`src/lpfrc_pkg.sv`:
```
// Shared types, constants and CRC function for the length-prefixed frame receiver.
package lpfrc_pkg;

  localparam int BYTE_W      = 8;
  localparam int CRC_W       = 16;
  localparam int POS_W       = 9;
  localparam int IN_TDATA_W  = 8;
  localparam int OUT_TDATA_W = 64;

  localparam logic [CRC_W-1:0] CRC_GENERATOR = 16'h1021;
  localparam logic [CRC_W-1:0] CRC_INIT      = 16'h0000;

  localparam logic KIND_START  = 1'b0;
  localparam logic KIND_FOLLOW = 1'b1;

  localparam logic RES_DATA    = 1'b0;
  localparam logic RES_SUMMARY = 1'b1;

  localparam logic [POS_W-1:0] POS_IDLE = 9'd0;
  localparam logic [POS_W-1:0] POS_ADDR = 9'd1;
  localparam logic [POS_W-1:0] POS_LEN  = 9'd2;
  localparam logic [POS_W-1:0] POS_DATA = 9'd3;

  typedef struct packed {
    logic              kind;
    logic [BYTE_W-1:0] value;
  } item_t;

  typedef struct packed {
    logic              crc_ok;
    logic [CRC_W-1:0]  received_crc;
    logic [BYTE_W-1:0] frame_length;
    logic [BYTE_W-1:0] frame_address;
    logic [BYTE_W-1:0] frame_type;
    logic [BYTE_W-1:0] data_index;
    logic [BYTE_W-1:0] data_byte;
    logic              result_kind;
  } result_t;

  function automatic logic [CRC_W-1:0] crc_feed(input logic [CRC_W-1:0] crc_in,
                                                input logic [BYTE_W-1:0] b);
    logic [CRC_W-1:0] crc;
    crc = crc_in ^ {b, 8'h00};
    for (int k = 0; k < BYTE_W; k++) begin
      if (crc[CRC_W-1]) begin
        crc = {crc[CRC_W-2:0], 1'b0} ^ CRC_GENERATOR;
      end else begin
        crc = {crc[CRC_W-2:0], 1'b0};
      end
    end
    return crc;
  endfunction

endpackage

```
`src/lpfrc_in_stage.sv`:
```
// Input register stage for received byte requests.
module lpfrc_in_stage (
  input  logic             clk,
  input  logic             rst,
  input  logic             s_valid,
  output logic             s_ready,
  input  lpfrc_pkg::item_t s_item,
  input  logic             advance,
  output logic             valid,
  output lpfrc_pkg::item_t item
);
  import lpfrc_pkg::*;

  logic valid_next;

  assign s_ready    = !valid || advance;
  assign valid_next = (s_valid && s_ready) || (valid && !advance);

  always_ff @(posedge clk) begin
    if (rst) begin
      valid <= 1'b0;
    end else begin
      valid <= valid_next;
    end
  end

  always_ff @(posedge clk) begin
    if (s_valid && s_ready) begin
      item <= s_item;
    end
  end

endmodule

```
`src/lpfrc_parse.sv`:
```
// Frame parser state, running CRC and result formation for one byte per cycle while advance is high.
module lpfrc_parse (
  input  logic               clk,
  input  logic               rst,
  input  logic               advance,
  input  lpfrc_pkg::item_t   item,
  output logic               res_valid,
  output lpfrc_pkg::result_t result
);
  import lpfrc_pkg::*;

  logic [POS_W-1:0]  pos, pos_next;
  logic [BYTE_W-1:0] held_type, held_type_next;
  logic [BYTE_W-1:0] held_address, held_address_next;
  logic [BYTE_W-1:0] held_length, held_length_next;
  logic [CRC_W-1:0]  crc_acc, crc_acc_next;
  logic [CRC_W-1:0]  crc_run, crc_run_next;
  logic [POS_W-1:0]  data_end;
  logic [POS_W-1:0]  crc_end;
  logic [POS_W-1:0]  data_off;
  logic [CRC_W-1:0]  crc_full;
  logic [CRC_W-1:0]  crc_fed;

  assign data_end = {1'b0, held_length} + POS_DATA;
  assign crc_end  = data_end + POS_W'(1);
  assign data_off = pos - POS_DATA;
  assign crc_full = {crc_acc[CRC_W-1:BYTE_W], item.value};
  assign crc_fed  = crc_feed(crc_run, item.value);

  always_comb begin
    pos_next          = pos;
    held_type_next    = held_type;
    held_address_next = held_address;
    held_length_next  = held_length;
    crc_acc_next      = crc_acc;
    crc_run_next      = crc_run;
    res_valid         = 1'b0;
    result.result_kind   = RES_DATA;
    result.data_byte     = '0;
    result.data_index    = '0;
    result.frame_type    = held_type;
    result.frame_address = held_address;
    result.frame_length  = held_length;
    result.received_crc  = '0;
    result.crc_ok        = 1'b0;
    if (item.kind == KIND_START) begin
      held_type_next    = item.value;
      held_address_next = '0;
      held_length_next  = '0;
      crc_acc_next      = '0;
      crc_run_next      = crc_feed(CRC_INIT, item.value);
      pos_next          = POS_ADDR;
    end else if (pos == POS_IDLE) begin
      pos_next = POS_IDLE;
    end else if (pos == POS_ADDR) begin
      held_address_next = item.value;
      crc_run_next      = crc_fed;
      pos_next          = POS_LEN;
    end else if (pos == POS_LEN) begin
      held_length_next = item.value;
      crc_run_next     = crc_fed;
      pos_next         = POS_DATA;
    end else if (pos < data_end) begin
      crc_run_next      = crc_fed;
      pos_next          = pos + POS_W'(1);
      res_valid         = 1'b1;
      result.data_byte  = item.value;
      result.data_index = data_off[BYTE_W-1:0];
    end else if (pos == data_end) begin
      crc_acc_next = {item.value, 8'h00};
      pos_next     = pos + POS_W'(1);
    end else if (pos == crc_end) begin
      crc_acc_next        = crc_full;
      pos_next            = POS_IDLE;
      res_valid           = 1'b1;
      result.result_kind  = RES_SUMMARY;
      result.received_crc = crc_full;
      result.crc_ok       = (crc_run == crc_full);
    end else begin
      pos_next = POS_IDLE;
    end
  end

  always_ff @(posedge clk) begin
    if (rst) begin
      pos          <= POS_IDLE;
      held_type    <= '0;
      held_address <= '0;
      held_length  <= '0;
      crc_acc      <= '0;
      crc_run      <= CRC_INIT;
    end else if (advance) begin
      pos          <= pos_next;
      held_type    <= held_type_next;
      held_address <= held_address_next;
      held_length  <= held_length_next;
      crc_acc      <= crc_acc_next;
      crc_run      <= crc_run_next;
    end
  end

endmodule

```
`src/lpfrc_out_stage.sv`:
```
// Result register stage toward the master side.
module lpfrc_out_stage (
  input  logic               clk,
  input  logic               rst,
  input  logic               load,
  input  lpfrc_pkg::result_t res_in,
  input  logic               m_ready,
  output logic               m_valid,
  output lpfrc_pkg::result_t res_out
);
  import lpfrc_pkg::*;

  logic valid_next;

  assign valid_next = load || (m_valid && !m_ready);

  always_ff @(posedge clk) begin
    if (rst) begin
      m_valid <= 1'b0;
    end else begin
      m_valid <= valid_next;
    end
  end

  always_ff @(posedge clk) begin
    if (load) begin
      res_out <= res_in;
    end
  end

endmodule

```
`src/length_prefixed_frame_receiver_crc.sv`:
```
// Top level of the length-prefixed frame receiver with CRC-16/XMODEM check.
//
//   channel   dir  tdata                                   tuser
//   s_axis    in   byte_value                              kind
//   m_axis    out  data_byte .. crc_ok (57 bits, padded)   result_kind
//
// One byte request is taken per cycle unless the master stalls; an accepted byte
// moves from the input register through the parser into the result register.
// The CRC update and position compare sit in the single parser stage.
// rst is synchronous and clears both stage valid flags and all frame state.
// A stalled master holds the result; the input register keeps taking requests
// until it is full too.
module length_prefixed_frame_receiver_crc (
  input  logic                                clk,
  input  logic                                rst,
  input  logic                                s_axis_tvalid,
  output logic                                s_axis_tready,
  input  logic [lpfrc_pkg::IN_TDATA_W-1:0]    s_axis_tdata,  // [7:0] byte_value
  input  logic                                s_axis_tuser,  // kind
  output logic                                m_axis_tvalid,
  input  logic                                m_axis_tready,
  // [7:0] data_byte, [15:8] data_index, [23:16] frame_type, [31:24] frame_address,
  // [39:32] frame_length, [55:40] received_crc, [56] crc_ok, [63:57] zero
  output logic [lpfrc_pkg::OUT_TDATA_W-1:0]   m_axis_tdata,
  output logic                                m_axis_tuser   // result_kind
);
  import lpfrc_pkg::*;

  item_t   s_item;
  item_t   item;
  logic    item_valid;
  logic    advance;
  logic    res_valid;
  result_t res;
  result_t res_q;

  assign s_item.kind  = s_axis_tuser;
  assign s_item.value = s_axis_tdata[BYTE_W-1:0];
  assign advance      = item_valid && (!m_axis_tvalid || m_axis_tready);

  lpfrc_in_stage u_in (
    .clk     (clk),
    .rst     (rst),
    .s_valid (s_axis_tvalid),
    .s_ready (s_axis_tready),
    .s_item  (s_item),
    .advance (advance),
    .valid   (item_valid),
    .item    (item)
  );

  lpfrc_parse u_parse (
    .clk       (clk),
    .rst       (rst),
    .advance   (advance),
    .item      (item),
    .res_valid (res_valid),
    .result    (res)
  );

  lpfrc_out_stage u_out (
    .clk     (clk),
    .rst     (rst),
    .load    (advance && res_valid),
    .res_in  (res),
    .m_ready (m_axis_tready),
    .m_valid (m_axis_tvalid),
    .res_out (res_q)
  );

  assign m_axis_tuser = res_q.result_kind;
  assign m_axis_tdata = {7'b0, res_q.crc_ok, res_q.received_crc, res_q.frame_length,
                         res_q.frame_address, res_q.frame_type, res_q.data_index,
                         res_q.data_byte};

endmodule

```
`config.mk`:
```
export PLATFORM = sky130hd
export DESIGN_NAME = length_prefixed_frame_receiver_crc
export DESIGN_NICKNAME = d
export VERILOG_FILES = /design/src/lpfrc_pkg.sv /design/src/lpfrc_in_stage.sv /design/src/lpfrc_parse.sv /design/src/lpfrc_out_stage.sv /design/src/length_prefixed_frame_receiver_crc.sv
export SDC_FILE = /design/constraint.sdc
export NUM_CORES = 1
export LEC_CHECK = 0
export ABC_AREA = 1
export BUFFER_PORTS_ARGS = -buffer_cell sky130_fd_sc_hd__buf_2
export CAP_MARGIN = 20
export CELL_PAD_IN_SITES_DETAIL_PLACEMENT = 1
export CELL_PAD_IN_SITES_GLOBAL_PLACEMENT = 2
export CORE_MARGIN = 3
export CORE_UTILIZATION = 33
export CTS_BUF_LIST = sky130_fd_sc_hd__clkbuf_8
export DETAILED_ROUTE_END_ITERATION = 16
export GPL_ROUTABILITY_DRIVEN = 0
export PLACE_DENSITY_LB_ADDON = 0.2
export SLEW_MARGIN = 30
export SYNTH_ARGS = -nofsm -noshare
export SYNTH_HDL_FRONTEND = slang
export SYNTH_SLANG_ARGS = --single-unit
```
`constraint.sdc`:
```
create_clock -name clk -period 3.85 [get_ports clk]
set_clock_uncertainty 0.2 [all_clocks]
set_input_delay 0.385 -clock clk [delete_from_list [all_inputs] [get_ports clk]]
set_output_delay 0.385 -clock clk [all_outputs]
set_load 0.01 [all_outputs]
```
==> results.sh <==
export IMPL_antenna_found_initial=0
export IMPL_grt_setup_unrepaired="false"
export IMPL_relSlewSlack_pct=57.1
export IMPL_finalWirelength_mm=17.0
export IMPL_syn_area_um2=6180
export IMPL_timing_final_crit_share_pct=90.3
export IMPL_drt_iter0_drc=304
export IMPL_rows=49
export IMPL_reg2regPathDepth=15
export IMPL_slew_viol_final=0
export IMPL_min_period_ns=3.48
export IMPL_critPathMaxStageDelay_ns=0.46
export IMPL_cts_clk_slew_worst_paths_ns=0.08
export IMPL_postSynth_asyncResetShare_pct=0
export IMPL_routedWlPerCell_um=16.4
export IMPL_pwr_density_cell_nw_per_um2=392
export IMPL_dpl_cell_area_um2=6790
export IMPL_cts_sinks=126
export IMPL_dieWidth_um=143
export IMPL_status="finished clean"
export IMPL_critPathRequiredTime_ns=3.91
export IMPL_startpoint_type="register"
export IMPL_cpMaxStageDelayCell="dfxtp_1"
export IMPL_final_layout_size_suffix_gt1_share_pct=19.0
export IMPL_critPathKind="reg -> reg"
export IMPL_drc=0
export IMPL_max_cap_viol_count=0
export IMPL_cts_buffer_depth=2
export IMPL_setup_violations=0
export IMPL_finalSetupTns_ns=0
export IMPL_drtAntennaViolNets=0
export IMPL_io_buffer_count=72
export IMPL_ys_seq_area_share_pct=51.7
export IMPL_netlist_instances=709
export IMPL_synth_distinct_cells=42
export IMPL_syn_avg_cell_area_um2=8.71
export IMPL_root_buffer="clkbuf_8"
export IMPL_crit_path_max_fanout=18
export IMPL_timing_hold_violations_final=0
export IMPL_hold_class="reg -> reg"
export IMPL_synth_edf_count=67
export IMPL_p_leak_nw=3.05
export IMPL_synth_top_cell_by_area="edfxtp_1"
export IMPL_cts_tree="built"
export IMPL_vias_per_cell=4.84
export IMPL_num_antenna_cells=0
export IMPL_cts_setup_buffers=0
export IMPL_synth_top_flop_cell="edfxtp_1"
export IMPL_design_area_um2=7270
export IMPL_dr_pass1_iters=5
export IMPL_arrival_ns=3.54
export IMPL_cts_max_level=4
export IMPL_area_growth_syn_to_layout_pct=17.7
export IMPL_grt_pass1_wl_mm=27.6
export IMPL_worst_slew_pin_slew_ns=0.642
export IMPL_synth_seq_cells=126
export IMPL_initial_core_util_pct=34.0
export IMPL_grt_pass1_vias=5238
export IMPL_cts_buffers_inserted=17
export IMPL_die_y_um=143
export IMPL_netlist_top_cells_count="nand2_1 (157), edfxtp_1 (67), inv_1 (67)"
export IMPL_grt_max_degree=43
export IMPL_max_freq_mhz=288
export IMPL_synthTopCellsByArea="edfxtp_1 (33%), dfxtp_1 (19%), nand2_1 (9.5%)"
export IMPL_nNetsFinal=825
export IMPL_hpwl_mm=12.6
export IMPL_yosysWarnings=0
export IMPL_core_um2=18100
export IMPL_overflow=0
export IMPL_pin_count=80
export IMPL_ir_worst_vdd_mv=0.207
export IMPL_fin_util_pct=40.1
export IMPL_yosys_cell_count_top_type="nand2_1"
export IMPL_crit_chain="inv_2, ha_1, inv_1, nand3_1, nand2_1, nand2_2, ha_1, nand2_1, nor2_1, nand2_1, o211ai_1, nand2_1, inv_1, nand4_4, nor3_1"
export IMPL_crit_path_end_kind="register"
export IMPL_critPathMostFrequentCell="nand2_1"
export IMPL_vias=5029
export IMPL_clk_latency_ns=0.44
export IMPL_synth_top_area_share_pct=32.6
export IMPL_track_usage_pct=17.3
export IMPL_dieArea_um2=20400
export IMPL_min_path_cells=0
==> timing repair <==
| action | in CTS | in global routing |
|---|---|---|
| hold endpoints to repair | 11 | 0 |
| hold buffers | 11 | 0 |
| resized for setup | 0 | 0 |
==> power breakdown <==
group	internal (mW)	total, mW	switching (mW)	leakage [nW]
Sequential	1.44	1.48	0.0411	1.14
Combinational	0.0970	0.259	0.162	1.72
Clock	0.520	1.11	0.589	0.188
Total	2.06	2.85	0.792	3.05
==> placed cells by master, fill, tap and decap left out, types with 3 or more instances in the layout <==
master / count
clkinv_1: 3
conb_1: 7
inv_2: 10
o22ai_1: 3
nand3_2: 3
nor2_2: 7
nand2_1: 157
inv_1: 66
buf_2: 72
nand3_1: 38
buf_4: 12
xor2_1: 24
xnor2_1: 14
nand2_2: 4
edfxtp_1: 67
nand4_1: 4
inv_6: 3
a21oi_1: 61
ha_1: 14
a211oi_1: 7
nor2_1: 66
a31oi_1: 4
clkinv_4: 3
clkinv_2: 3
clkbuf_8: 17
dlygate4sd3_1: 11
o21ai_0: 34
dfxtp_1: 59
nor2_4: 9
==> registers in the layout, indices dropped and copies added (netlist names) <==
register	flops
u_in.item	9
u_in.valid	1
u_out.m_valid	1
u_out.res_out	58
u_parse.crc_acc	8
u_parse.crc_run	16
u_parse.held_address	8
u_parse.held_length	8
u_parse.held_type	8
u_parse.pos	9
==> routing by layer <==
metal / global-route usage (%) / share of wire (%) / vias up
li1: - / - / 2495
met1: 24.4 / 50 / 2427
met4: 5.45 / 0.60 / 0
met5: 0 / 0 / -
met3: 3.11 / 4.4 / 8
met2: 27.1 / 45 / 99
==> worst max-delay path: cells and delay by family, from the launching register on <==
| family | cells | cell delay [ns] |
|---|---|---|
| flops | 1 | 0.46 |
| buf+inv | 3 | 0.36 |
| fa+ha+maj | 2 | 0.54 |
| compound gates | 1 | 0.32 |
| simple gates | 9 | 1.40 |
==> path summary, 6_finish.rpt <==
path / startpoint / to / slack [ns]
max reg2reg: u_parse.held_length[0]$_SDFFE_PP0P_ / u_out.res_out[57]$_SDFFCE_PP0P_ / 0.37
min: u_parse.held_type[0]$_SDFFE_PP0P_ / u_out.res_out[17]$_DFFE_PP_ / 0.23
max: u_parse.held_length[0]$_SDFFE_PP0P_ / u_out.res_out[57]$_SDFFCE_PP0P_ / 0.37
min reg2reg: u_parse.held_type[0]$_SDFFE_PP0P_ / u_out.res_out[17]$_DFFE_PP_ / 0.23
==> metrics by stage <==
step | instances | total power, mW | worst slack [ns] | hold WS, ns
global placement | 997 | 1.76 | 0.477 | 0.210
CTS | 1040 | 2.89 | 0.340 | 0.234
finish | 1040 | 2.85 | 0.375 | 0.232
global route | 1040 | 2.98 | 0.00467 | 0.239
floorplan | 715 | 1.68 | 0.163 | 0.203
detailed placement | 997 | 1.76 | 0.375 | 0.213
==> cell type report <==
cell class              instances  area [µm²]
well taps                     229         287
multi-input cells             479        2540
clock inverters                15         139
clock buffers                  17         234
inverters                      78         293
fillers                      2160       10900
repair buffers                 96         581
flip-flops and latches        126        3190
==> cell families (layout without fill, tap and decap cells) <==
group                    Yosys count  after routing  synth area share, %
AND/OR/NAND/NOR                  299            299                 21.8
flip-flops                       126            126                 51.7
AO/OA/AOI/OAI                    119            119                 10.4
buffers and inverters            110            206                 7.46
XOR/XNOR                          38             38                 5.39
adder cells (fa/ha/maj)           14             14                 2.84
multiplexers                       2              2                0.324
other                              1              7               0.0607
Power figures use the tool's default switching activity.
